===== config.mk =====
export PLATFORM = sky130hd
export DESIGN_NAME = lsb_stego_extractor
export DESIGN_NICKNAME = d
export VERILOG_FILES = /design/src/sv/lse_pkg.sv /design/src/sv/lse_cfg_regs.sv /design/src/sv/lse_extract.sv /design/src/sv/lsb_stego_extractor.sv
export SDC_FILE = /design/constraint.sdc
export NUM_CORES = 1
export LEC_CHECK = 0
export BUFFER_PORTS_ARGS = -buffer_cell sky130_fd_sc_hd__buf_2
export CAP_MARGIN = 20
export CORE_AREA = 2 2 220 222
export CTS_CLUSTER_DIAMETER = 50
export DETAILED_ROUTE_END_ITERATION = 12
export DIE_AREA = 0 0 222 224
export GPL_ROUTABILITY_DRIVEN = 0
export PLACE_DENSITY_LB_ADDON = 0.08
export SLEW_MARGIN = 25
export SYNTH_ARGS = -nofsm -noshare
export SYNTH_HDL_FRONTEND = slang
export SYNTH_SLANG_ARGS = --single-unit

===== constraint.sdc =====
create_clock -name clk -period 12.2 [get_ports clk]
set_input_delay 0.61 -clock clk [delete_from_list [all_inputs] [get_ports clk]]
set_output_delay 0.61 -clock clk [all_outputs]
set_load 0.02 [all_outputs]

===== src/sv/lse_pkg.sv =====
// shared types and constants for the lsb stego extractor
// no dependencies
package lse_pkg;

  localparam int MAX_ROW_BYTES = 16384;
  localparam int LENGTH_BITS   = 32;
  localparam int ROW_ALIGN     = 4;
  localparam int ROW_W         = 15;
  localparam int BPB_W         = 4;
  localparam int CFG_DATA_W    = 15;
  localparam int HSEEN_W       = 6;
  localparam int BITS_MAX      = 8;

  typedef enum logic [0:0] {
    CFG_ROW_BYTES     = 1'b0,
    CFG_BITS_PER_BYTE = 1'b1
  } cfg_index_t;

  typedef struct packed {
    logic [7:0] pixel_byte;
    logic       start_of_image;
  } in_word_t;

  typedef struct packed {
    logic [7:0] payload_byte;
    logic       last_byte;
  } out_word_t;

  // clamped configuration handed to the extraction logic
  typedef struct packed {
    logic [ROW_W-1:0] data_len;
    logic [ROW_W-1:0] row_total;
    logic [BPB_W-1:0] hidden_bits;
  } cfg_eff_t;

endpackage


===== src/sv/lse_cfg_regs.sv =====
// configuration registers and their clamped working values
// depends on lse_pkg
module lse_cfg_regs (
  input  logic                          clk,
  input  logic                          rst,
  input  logic                          cfg_we,
  input  lse_pkg::cfg_index_t           cfg_index,
  input  logic [lse_pkg::CFG_DATA_W-1:0] cfg_data,
  output lse_pkg::cfg_eff_t             eff
);

  localparam logic [lse_pkg::ROW_W-1:0] ROW_MAX   = lse_pkg::ROW_W'(lse_pkg::MAX_ROW_BYTES);
  localparam logic [lse_pkg::ROW_W:0]   ALIGN_M1  = (lse_pkg::ROW_W+1)'(lse_pkg::ROW_ALIGN - 1);
  localparam int                        ALIGN_LOG = $clog2(lse_pkg::ROW_ALIGN);
  localparam logic [lse_pkg::BPB_W-1:0] BITS_TOP  = lse_pkg::BPB_W'(lse_pkg::BITS_MAX);

  logic [lse_pkg::ROW_W-1:0] row_bytes;
  logic [lse_pkg::BPB_W-1:0] bits_per_byte;
  logic [lse_pkg::ROW_W-1:0] data_len;
  logic [lse_pkg::ROW_W:0]   round_sum;
  logic [lse_pkg::ROW_W:0]   round_up;

  always_ff @(posedge clk) begin
    if (rst) begin
      row_bytes     <= lse_pkg::ROW_W'(1);
      bits_per_byte <= lse_pkg::BPB_W'(1);
    end else if (cfg_we) begin
      unique case (cfg_index)
        lse_pkg::CFG_ROW_BYTES:     row_bytes     <= cfg_data[lse_pkg::ROW_W-1:0];
        lse_pkg::CFG_BITS_PER_BYTE: bits_per_byte <= cfg_data[lse_pkg::BPB_W-1:0];
        default: ;
      endcase
    end
  end

  always_comb begin
    priority if (row_bytes == '0) begin
      data_len = lse_pkg::ROW_W'(1);
    end else if (row_bytes > ROW_MAX) begin
      data_len = ROW_MAX;
    end else begin
      data_len = row_bytes;
    end
    // round up to the row alignment
    round_sum = {1'b0, data_len} + ALIGN_M1;
    round_up  = (round_sum >> ALIGN_LOG) << ALIGN_LOG;
    eff.data_len    = data_len;
    eff.row_total   = round_up[lse_pkg::ROW_W-1:0];
    eff.hidden_bits = (bits_per_byte > BITS_TOP) ? BITS_TOP : bits_per_byte;
  end

endmodule


===== src/sv/lse_extract.sv =====
// extraction state and the per-byte update: row tracking, length header, bit packing
// depends on lse_pkg
module lse_extract (
  input  logic               clk,
  input  logic               rst,
  input  lse_pkg::cfg_eff_t  eff,
  input  logic               step,
  input  lse_pkg::in_word_t  item,
  output logic               res_valid,
  output lse_pkg::out_word_t res
);

  localparam logic [lse_pkg::HSEEN_W-1:0] LEN_BITS = lse_pkg::HSEEN_W'(lse_pkg::LENGTH_BITS);

  function automatic logic [7:0] low_mask8(input logic [3:0] n);
    logic [8:0] m;
    m = (9'd1 << n) - 9'd1;
    return m[7:0];
  endfunction

  // state
  logic [14:0]                  bit_buffer;
  logic [3:0]                   buffered_bits;
  logic [31:0]                  payload_length;
  logic [lse_pkg::HSEEN_W-1:0]  header_bits_seen;
  logic [31:0]                  bytes_emitted;
  logic [lse_pkg::ROW_W-1:0]    row_position;
  logic                         finished;

  logic [14:0]                  bit_buffer_next;
  logic [3:0]                   buffered_bits_next;
  logic [31:0]                  payload_length_next;
  logic [lse_pkg::HSEEN_W-1:0]  header_bits_seen_next;
  logic [31:0]                  bytes_emitted_next;
  logic [lse_pkg::ROW_W-1:0]    row_position_next;
  logic                         finished_next;

  // state after an optional start-of-image clear
  logic [14:0]                  cur_buf;
  logic [3:0]                   cur_cnt;
  logic [31:0]                  cur_len;
  logic [lse_pkg::HSEEN_W-1:0]  cur_hseen;
  logic [31:0]                  cur_emit;
  logic [lse_pkg::ROW_W-1:0]    cur_pos;
  logic                         cur_fin;

  logic                         take;
  logic [lse_pkg::ROW_W:0]      pos_inc;
  logic [lse_pkg::HSEEN_W-1:0]  room;
  logic [3:0]                   n_hdr;
  logic [3:0]                   n_body;
  logic [7:0]                   hdr_bits;
  logic [7:0]                   body_bits;
  logic [31:0]                  len_upd;
  logic [14:0]                  buf_upd;
  logic [3:0]                   cnt_sum;
  logic [3:0]                   cnt_left;
  logic [14:0]                  buf_aligned;
  logic [14:0]                  keep_mask;
  logic                         emit;
  logic                         last;

  always_comb begin
    if (item.start_of_image) begin
      cur_buf   = '0;
      cur_cnt   = '0;
      cur_len   = '0;
      cur_hseen = '0;
      cur_emit  = '0;
      cur_pos   = '0;
      cur_fin   = 1'b0;
    end else begin
      cur_buf   = bit_buffer;
      cur_cnt   = buffered_bits;
      cur_len   = payload_length;
      cur_hseen = header_bits_seen;
      cur_emit  = bytes_emitted;
      cur_pos   = row_position;
      cur_fin   = finished;
    end

    // row position, pad bytes skipped
    pos_inc = {1'b0, cur_pos} + 1'b1;
    take    = !cur_fin && (cur_pos < eff.data_len);

    // split the hidden bits between the length header and the payload
    room   = LEN_BITS - cur_hseen;
    n_hdr  = ({2'b00, eff.hidden_bits} > room) ? room[3:0] : eff.hidden_bits;
    n_body = eff.hidden_bits - n_hdr;

    hdr_bits  = (item.pixel_byte >> n_body) & low_mask8(n_hdr);
    body_bits = item.pixel_byte & low_mask8(n_body);

    len_upd = (cur_len << n_hdr) | {24'd0, hdr_bits};
    buf_upd = (cur_buf << n_body) | {7'd0, body_bits};
    cnt_sum = cur_cnt + n_body;

    emit        = take && (cnt_sum >= 4'd8);
    buf_aligned = buf_upd >> (cnt_sum - 4'd8);
    cnt_left    = emit ? (cnt_sum - 4'd8) : cnt_sum;
    keep_mask   = (15'd1 << cnt_left) - 15'd1;

    bytes_emitted_next = cur_emit + 32'd1;
    last = (len_upd != '0) && (bytes_emitted_next == len_upd);

    // default: hold (after clear)
    bit_buffer_next       = cur_buf;
    buffered_bits_next    = cur_cnt;
    payload_length_next   = cur_len;
    header_bits_seen_next = cur_hseen;
    row_position_next     = cur_pos;
    finished_next         = cur_fin;
    if (!cur_fin) begin
      row_position_next = (pos_inc >= {1'b0, eff.row_total}) ? '0
                                                             : pos_inc[lse_pkg::ROW_W-1:0];
    end
    if (take) begin
      payload_length_next   = len_upd;
      header_bits_seen_next = cur_hseen + {2'b00, n_hdr};
      buffered_bits_next    = cnt_left;
      bit_buffer_next       = emit ? (buf_upd & keep_mask) : buf_upd;
    end
    if (!emit) begin
      bytes_emitted_next = cur_emit;
    end
    if (emit && last) begin
      finished_next = 1'b1;
    end

    res_valid        = step && emit;
    res.payload_byte = buf_aligned[7:0];
    res.last_byte    = last;
  end

  always_ff @(posedge clk) begin
    if (rst) begin
      bit_buffer       <= '0;
      buffered_bits    <= '0;
      payload_length   <= '0;
      header_bits_seen <= '0;
      bytes_emitted    <= '0;
      row_position     <= '0;
      finished         <= 1'b0;
    end else if (step) begin
      bit_buffer       <= bit_buffer_next;
      buffered_bits    <= buffered_bits_next;
      payload_length   <= payload_length_next;
      header_bits_seen <= header_bits_seen_next;
      bytes_emitted    <= bytes_emitted_next;
      row_position     <= row_position_next;
      finished         <= finished_next;
    end
  end

endmodule


===== src/sv/lsb_stego_extractor.sv =====
// lsb stego extractor top level: input register, extraction update, result register
// depends on lse_pkg, lse_cfg_regs, lse_extract
//
// Takes one BMP pixel-array byte per word (row padding included) and recovers the
// payload hidden in the low bits_per_byte bits of each data byte, msb first. The first
// 32 hidden bits are a big-endian byte count; every later group of 8 bits comes out as
// one payload word, and the word that reaches the count has last_byte set, after which
// input words are swallowed until one arrives with start_of_image. A count of zero
// never ends. start_of_image clears all extraction state and that byte counts as the
// first byte of row 0. Throughput is one input word per clock while the result
// register is not stalled. A word waits in the input register until it is
// processed, and its result (if it makes one) is registered in the result register
// as it is processed. The only loop is the extraction state update, so back-to-back
// words see the state left by the one before. in_stall rises only when the result
// register is full and stalled while an input word is waiting.
// Configuration (row_bytes, bits_per_byte) is written through cfg_we/cfg_index/
// cfg_data and must only change while no word is in flight.
module lsb_stego_extractor (
  input  logic                           clk,
  input  logic                           rst,
  // input channel
  input  logic                           in_valid,
  output logic                           in_stall,
  input  lse_pkg::in_word_t              in_word,
  // output channel
  output logic                           out_valid,
  input  logic                           out_stall,
  output lse_pkg::out_word_t             out_word,
  // configuration write port
  input  logic                           cfg_we,
  input  lse_pkg::cfg_index_t            cfg_index,
  input  logic [lse_pkg::CFG_DATA_W-1:0] cfg_data
);

  lse_pkg::cfg_eff_t  eff;
  logic               in_take;
  logic               hold_valid;
  lse_pkg::in_word_t  hold_word;
  logic               hold_go;
  logic               res_valid;
  lse_pkg::out_word_t res;

  lse_cfg_regs u_cfg (
    .clk       (clk),
    .rst       (rst),
    .cfg_we    (cfg_we),
    .cfg_index (cfg_index),
    .cfg_data  (cfg_data),
    .eff       (eff)
  );

  // the held word moves on unless a finished result is stuck in the output
  assign hold_go  = hold_valid && !(out_valid && out_stall);
  assign in_stall = hold_valid && out_valid && out_stall;
  assign in_take  = in_valid && !in_stall;

  // input register
  always_ff @(posedge clk) begin
    if (rst) begin
      hold_valid <= 1'b0;
    end else if (in_take) begin
      hold_valid <= 1'b1;
    end else if (hold_go) begin
      hold_valid <= 1'b0;
    end
  end

  always_ff @(posedge clk) begin
    if (in_take) begin
      hold_word <= in_word;
    end
  end

  // extraction state and per-word update
  lse_extract u_extract (
    .clk       (clk),
    .rst       (rst),
    .eff       (eff),
    .step      (hold_go),
    .item      (hold_word),
    .res_valid (res_valid),
    .res       (res)
  );

  // result register
  always_ff @(posedge clk) begin
    if (rst) begin
      out_valid <= 1'b0;
    end else if (res_valid) begin
      out_valid <= 1'b1;
    end else if (!out_stall) begin
      out_valid <= 1'b0;
    end
  end

  always_ff @(posedge clk) begin
    if (res_valid) begin
      out_word <= res;
    end
  end

endmodule


### After elaboration in Yosys (flattened, before gate mapping)

Index checks and enable logic that the tools add are counted.

| operators by class | value |
|---|---|
| add/sub/neg operators | 11 |
| $lt $le $gt $ge | 6 |
| equality and inequality tests | 2 |
| shifts and indexed selects | 7 |
| multiplexer cells | 25 |
| bitwise gates (word level) | 6 |
| reduce and logical (&&, ||, !) cells | 18 |

Operator list:

| kind | number |
|---|---|
| 32-bit 2-to-1 mux | 4 |
| 15-bit 2-to-1 mux | 8 |
| 32-bit by 1-bit adder with 32-bit output (second input constant) | 1 |
| 32-bit equality test | 1 |
| 32-bit by 8-bit bitwise OR with 32-bit output | 1 |
| 32-bit nonzero test | 1 |
| 32-bit by 4-bit << shifter with 32-bit output | 1 |
| 4-bit 2-to-1 mux | 5 |
| 15-bit by 1-bit adder with 16-bit output (second input constant) | 1 |
| 8-bit bitwise AND | 2 |
| 16-bit by 15-bit greater-or-equal comparator with 1-bit output | 1 |
| 1-bit by 4-bit << shifter with 8-bit output (first input constant) | 2 |
| 8-bit by 1-bit subtractor with 8-bit output (second input constant) | 2 |
| 15-bit by 2-bit adder with 15-bit output (second input constant) | 1 |
| 15-bit bitwise AND | 1 |
| 15-bit > comparator (second input constant) | 1 |
| 15-bit zero test | 1 |
| 15-bit less-than comparator | 1 |
| 15-bit by 8-bit bitwise OR with 15-bit output | 1 |
| 1-bit by 4-bit << shifter with 15-bit output (first input constant) | 1 |
| 15-bit by 4-bit << shifter with 15-bit output | 1 |
| 15-bit by 4-bit right shift with 8-bit output | 1 |
| 15-bit by 1-bit subtractor with 15-bit output (second input constant) | 1 |
| 6-bit 2-to-1 mux | 2 |
| 16 further kinds | 33 |

| storage, ports and cells | value |
|---|---|
| register bits after elaboration | 144 |
| bits of input ports | 30 |
| output and inout bits | 11 |
| logic and storage cells | 90 |

### Depth between registers and ports, before layout

Gate-level depths: netlist (run 1).

| depth | value |
|---|---|
| word-level depth | 14 |
| mapped depth | 39 |

### Hierarchy

From an unflattened synthesis (run 1), not the netlist that was laid out.

| unflattened totals | value |
|---|---|
| cell total of the unflattened synthesis | 1845 |
| area total of the unflattened synthesis | 13733.2 µm² |

Modules (own cells, without submodules):

| module | instances | cells each | area each (µm²) | seq. area each (µm²) |
|---|---|---|---|---|
| lse_extract | 1 | 1663 | 11990.2 | 2102.0 |
| lse_cfg_regs | 1 | 154 | 1116.1 | 380.4 |
| lsb_stego_extractor | 1 | 28 | 626.9 | 580.6 |

### Worst setup path after synthesis (run 1)

Ideal clock, no wire load.

| path | value |
|---|---|
| path kind | register to register |
| from | reg hold_word[0] in the netlist's numbering |
| to | reg out_word[1] in the netlist's numbering (data pin) |
| setup time | 0.169 ns |
| arrival | 8.132 ns |
| path slack | 3.898 ns |
| stages on the path, launching flop included | 39 |
| cell sequence | edfxtp_1 > buf_2 > buf_2 > buf_2 > buf_2 > buf_2 > buf_2 > nor2b_1 > inv_1 > ha_1 > inv_1 > clkbuf_1 > clkbuf_1 > clkbuf_1 > ha_1 > a21o_1 > a31o_2 > o21a_4 > [3 not listed] > nand3_1 > nand2_1 > ha_1 > inv_1 > fa_1 > clkbuf_1 > clkbuf_1 > clkbuf_1 > clkbuf_1 > or3_1 > ha_1 > o41a_1 > o21ai_0 > a21oi_1 > mux2_2 > mux2i_1 > nor2_1 > o31ai_1 |

RTL lines:

| what | RTL line | RTL |
|---|---|---|
| from (decl) | lsb_stego_extractor.sv:38 | `lse_pkg::in_word_t hold_word;` |
| from (signal assigned) | lsb_stego_extractor.sv:70 | `hold_word <= in_word;` |
| to (signal assigned) | lsb_stego_extractor.sv:98 | `out_word <= res;` |
| to (decl) | lsb_stego_extractor.sv:28 | `output lse_pkg::out_word_t out_word,` |

==> flow_summary.toml, run 1 <==
[drt]
viasPerCell = 6.07
wirelength_met1_um = 28200
dr_wl_met2_um = 28100
drc = 0
via_count = 15400
wl_met3_um = 4980
drt_pass1_iterations = 6
wl_per_cell_um = 25.1
drt-total-wl_um = 63700
drt_iter0_drc = 1735
top_layer_used = "met5"
antenna_left = 0

[cells_and_area]
fin_cells = 2538
fillerInstances = 5178
layout-drive-gt1-share_pct = 10.5
syn2layout_area_growth_pct = 8.29
num_antenna_cells = 0
nets = 1989
fin_area_mm2 = 0.0157
multiInputGateArea_mm2 = 0.0106
regArea_mm2 = 0.00306

[clocking]
cts_hold_buffers = 0
cts_resized = 0
numCtsBuffers = 17
clk_latency_ns = 0.50
htree_levels = 4
root_buffer = "clkbuf_16"
path_clk_slew_ns = 0.07
cts_tree = "built"
cts.sinks = 144
clk_path_buf_depth = 2
cts_setup_buffers = 0

[synthesis]
ys_seq_area_share_pct = 21.1
synth_cells = 1958
synth_ff_type = "dfxtp_1"
synth_nets = 2037
syn_area_per_cell_um2 = 7.41
synth_edf_count = 18
ys_types = 103
synth_seq_cells = 144
yosys_warnings = 0
async_flop_share_pct = 0
synth_area_mm2 = 0.0145

[worst_setup_path]
cp_max_fo = 34
cpMaxStageDelayCell = "dfxtp_2"
cp-end-kind = "register"
regToRegSetupSlack_ns = 3.15
arrival_ns = 9.37
cp_common_cell = "ha_1"
slowest_delay_ns = 0.98
crit_type = "reg2reg"
cp.required_ns = 12.51
critPathLaunchType = "register"

[flow_run]
drv_cap = 0

[floorplan]
chipHeight_um = 224
start_util_pct = 30.6
rows = 80
coreArea_mm2 = 0.0473
io_pins = 41
fp.dieArea_mm2 = 0.0497
die_w_um = 222

[power]
power.leakage_nw = 5.75
totalPowerFinal_mw = 1.76
power_density_mw_per_mm2 = 112
ir_drop_v = 0.000112

[global_routing]
first_global_vias = 14800
track_usage_pct = 25.6
grt_pass1_wl_um = 96300
grt_max_degree = 63
antenna_found_initial = 3
grt.overflow.total = 0

[timing]
fin_tns_setup_ns = 0
setup_ws_ns = 3.15
relSlewSlack_pct = 30.8
fin_crit_sh_pct = 74.2
finalClockSkew_ns = 0.0189
rsz0062_at_grt = "no"
hold_violations = 0
finalMaxSlewViolations = 0
tightest_slew_ns = 1.03
fmax_ghz = 0.110
setup_viol = 0
min_period_ns = 9.05

[hold_path]
hold_class = "in2reg"

[placed_design]
hpwl_um = 46800
port_buffers = 40
place_area_mm2 = 0.0151
dp_slack_ns = 3.36
dp.cells = 2506

[outcome]
status = "complete, no violations"
[sequential cells by signal (all words and copies together), names as in the netlist]
signal / cells
hold_valid: 1
u_extract.payload_length: 32
u_extract.header_bits_seen: 6
out_word: 9
u_extract.finished: 1
u_extract.buffered_bits: 4
u_cfg.bits_per_byte: 4
u_extract.bit_buffer: 15
u_extract.bytes_emitted: 32
u_extract.row_position: 15
out_valid: 1
hold_word: 9
u_cfg.row_bytes: 15
[cell families (layout without fill, tap and decap cells)]
logic type / count (synthesis) / after routing / synth area share [%]
fa+ha+maj: 50 / 50 / 4.40
simple gates: 802 / 802 / 27.0
mux: 137 / 137 / 10.2
buf+inv: 184 / 149 / 5.78
xor+xnor: 84 / 84 / 5.25
compound gates: 557 / 557 / 26.2
flops: 144 / 144 / 21.1
[where the power goes]
group          leakage [nW]  internal (mW)  switching [mW]  total, mW
combinational          4.26          0.224           0.448      0.672
clock                 0.288          0.290           0.267      0.558
sequential             1.20          0.501          0.0263      0.527
[stage by stage]
stage	util [%]	hold slack (ns)
after CTS	33.2	0.252
after global routing	33.2	0.261
after detailed placement	31.9	0.483
after global placement	31.9	0.481
after floorplan	-	0.446
final	33.2	0.290
[synth_stat cells (all sizes together), types with 44 or more instances]
cell / number / area share (%)
o21ai: 97 / 3.4
clkbuf: 79 / 2.0
nand2: 227 / 5.9
dfxtp: 126 / 17
buf: 66 / 2.7
nor2: 199 / 5.3
xnor2: 57 / 3.6
nand3: 79 / 2.7
nor3: 89 / 3.2
nor2b: 44 / 1.9
mux2i: 103 / 7.2
ha: 47 / 4.1
a21oi: 154 / 5.3
[worst max-delay path, delay by kind of cell, from the launching register on]
family	cells	cell delay, ns
AO/OA/AOI/OAI	5	1.41
XOR/XNOR	1	0.23
adder cells (fa/ha/maj)	5	1.65
buffers and inverters	6	1.52
flip-flops	1	0.98
multiplexers	1	0.21
AND/OR/NAND/NOR	9	2.83
[metal layers]
layer | up-vias | GRT usage (%)
met4 | 6 | 10.5
met2 | 647 | 39.6
met5 | - | 0
met3 | 145 | 6.14
met1 | 7448 | 34.1
li1 | 7151 | -
[cell type report]
cell class              count  share of cell area [%]
clock buffers              17                    2.71
clock inverters            15                    1.04
inverters                  39                   0.932
multi-input cells        1630                    67.8
flip-flops and latches    144                    19.5
well taps                 615                    4.90
repair buffers             78                    3.11
[cells in the final DEF (no fill, tap or decap), types with 10 or more instances in the layout]
cell	count
nand2_1	224
nor2_1	195
a21oi_1	154
dfxtp_1	125
mux2i_1	100
o21ai_0	91
nor3_1	85
nand3_1	79
xnor2_1	54
ha_1	47
nor2b_1	42
buf_2	39
buf_4	39
a22oi_1	31
mux2_2	28
inv_1	27
xor2_1	27
and2_1	26
and3_1	26
nand4_1	24
a211oi_1	23
a21o_1	19
edfxtp_1	18
or3_1	17
o211ai_1	17
clkbuf_16	17
o22ai_1	16
a22o_1	16
o21a_1	15
a221oi_1	15
a32oi_1	15
nor4_1	12
a2111oi_0	11
o2bb2ai_1	11
nand2b_1	10
o221ai_1	10
[final timing paths]
check	to	cells after the start	startpoint
max	out_word[1]	27	u_extract.header_bits_seen[0]
min	hold_word[5]	1	in_word[5]
max reg2reg	out_word[1]	27	u_extract.header_bits_seen[0]
min reg2reg	u_cfg.row_bytes[1]	2	u_cfg.row_bytes[1]
Power figures use the tool's default switching activity.
==> run 2, diff against run 1 <==
==> constraint.sdc (replaced) <==
create_clock -name clk -period 7.45 [get_ports clk]
set_input_delay 0.3725 -clock clk [delete_from_list [all_inputs] [get_ports clk]]
set_output_delay 0.3725 -clock clk [all_outputs]
set_load 0.02 [all_outputs]
==> run 2 against run 1 <==
Combinational power grew 67%. Global-route usage fell by 0.38 points. Hold slack got worse by 0.23 ns. Sequential power grew 63%. Clock-buffer cell count up 2. Non-clock buffer count rose by 8. Final cell count grew 0.32%. Final area rose by 1.0%. Total power grew 68%. Sequential cell count did not move.
==> flow_summary.toml, run 2 (synthesis results as in run 1) <==
[outcome]
status = "complete, no violations"

[worst_setup_path]
cp-end-kind = "register"
crit_chain = "inv_2 > nand2_1 > ha_4 > inv_2 > ha_1 > a21o_1 > a31o_2 > o21a_4 > a21oi_1 > or2_1 > inv_2 > fa_1 > xnor2_2 > clkinvlp_4 > nand2_1 > a21oi_1 > a311oi_1 > nor4b_1 > mux2i_2 > nand4_1 > or4b_1 > a2111oi_0 > and4_1 > nor2_1"
crit_type = "reg2reg"
cp_max_fo = 18
arrival_ns = 7.40
critPathLaunchType = "register"
cp_common_cell = "inv_2"
slowest_delay_ns = 0.56
regToRegSetupSlack_ns = 0.29
cpMaxStageDelayCell = "edfxtp_1"
cp.required_ns = 7.69

[clocking]
clk_latency_ns = 0.49
cts_hold_buffers = 0
path_clk_slew_ns = 0.07
clk_path_buf_depth = 2
cts_tree = "built"
numCtsBuffers = 17
cts.sinks = 144
htree_levels = 4
root_buffer = "clkbuf_16"

[cells_and_area]
layout-drive-gt1-share_pct = 11.2
finalCoreUtilization_pct = 33.5
syn2layout_area_growth_pct = 9.39
num_antenna_cells = 0
reg.largest.list = "u_extract.bytes_emitted: 32 flops, u_extract.payload_length: 32 flops"
fillerInstances = 5096
layout_common_cells = "nand2_1 (224), nor2_1 (195), a21oi_1 (154)"
nets = 1997
fin_cells = 2546
layout_commonest_cell = "nand2_1"

[timing]
finalMaxSlewViolations = 0
setup_viol = 0
fmax_ghz = 0.140
min_period_ns = 7.16
fin_crit_sh_pct = 96.1
relSlewSlack_pct = 29.2
finalClockSkew_ns = 0.0167
hold_violations = 0
tightest_slew_ns = 1.03

[global_routing]
grt.overflow.total = 0
grt_max_degree = 86
track_usage_pct = 25.2
antenna_found_initial = 0
first_global_vias = 14700
grt_pass1_wl_um = 95500

[power]
power_density_mw_per_mm2 = 185
ir_drop_v = 0.000174
totalPowerFinal_mw = 2.94
power.leakage_nw = 5.80

[drt]
via_count = 15500
drc = 0
drt_iter0_drc = 1435
drt-total-wl_um = 63100
drt_pass1_iterations = 8
wl_per_cell_um = 24.8
antenna_left = 0
viasPerCell = 6.09

[placed_design]
dp.cells = 2512
port_buffers = 40
hpwl_um = 45700

[floorplan]
rows = 80
io_pins = 41
coreArea_mm2 = 0.0473
start_util_pct = 30.6
chipHeight_um = 224
fp.dieArea_mm2 = 0.0497
die_w_um = 222

[hold_path]
hold_class = "in2reg"

[flow_run]
drv_cap = 0
-- run 2: worst paths after layout --
path	startpoint	endpoint	cells after the start
setup / recovery	hold_word[0]	out_word[0]	24
hold / removal	in_word[6]	hold_word[6]	1
setup reg to reg	hold_word[0]	out_word[0]	24
hold reg to reg	u_extract.buffered_bits[3]	u_extract.buffered_bits[3]	1
-- run 2: cell type report --
class                      count  area [um2]  area share, %
sequential                   144        3060           19.3
clock inverter                13         173           1.09
clock buffer                  19         454           2.86
timing repair buffer          86         548           3.45
tap                          615         769           4.85
multi-input combinational   1630       10700           67.5
inverter                      39         150          0.946
-- run 2: critical path: cells and delay by family (launching register included) --
| kind | cells | cell delay [ns] |
|---|---|---|
| compound gates | 7 | 1.57 |
| xor+xnor | 1 | 0.30 |
| fa+ha+maj | 3 | 1.13 |
| buf+inv | 4 | 0.73 |
| flops | 1 | 0.56 |
| mux | 1 | 0.55 |
| simple gates | 8 | 2.04 |
-- run 2: power by group --
part           internal (mW)  switching [mW]  leakage, nW
sequential             0.821          0.0365         1.20
clock                  0.552           0.415        0.298
combinational          0.380           0.739         4.31
total                   1.75            1.19         5.80
-- run 2: per-stage QoR --
stage / instance area (um2) / setup WS, ns / hold WS, ns / TNS (ns)
final: 15900 / 0.290 / 0.0573 / 0
after global routing: 15900 / -0.0203 / 0.0319 / -0.0203
after CTS: 15800 / 0.192 / 0.0274 / 0
after detailed placement: 15200 / 0.280 / 0.478 / 0
after global placement: 15200 / 0.438 / 0.476 / 0
after floorplan: 14600 / 0.0179 / 0.446 / 0
-- run 2: layer usage --
metal / global-route usage (%) / routed length, um / vias up
li1: - / - / 7174
met1: 36.0 / 29700 / 7521
met2: 37.3 / 26700 / 675
met3: 5.50 / 4920 / 133
met4: 8.39 / 1800 / 0
met5: 0 / 0 / -
-- run 2: timing repair --
action / 4_1_cts / 5_1_grt
setup endpoints to repair: 0 / 15
gates resized for setup: 0 / 2
setup buffers: 0 / 2
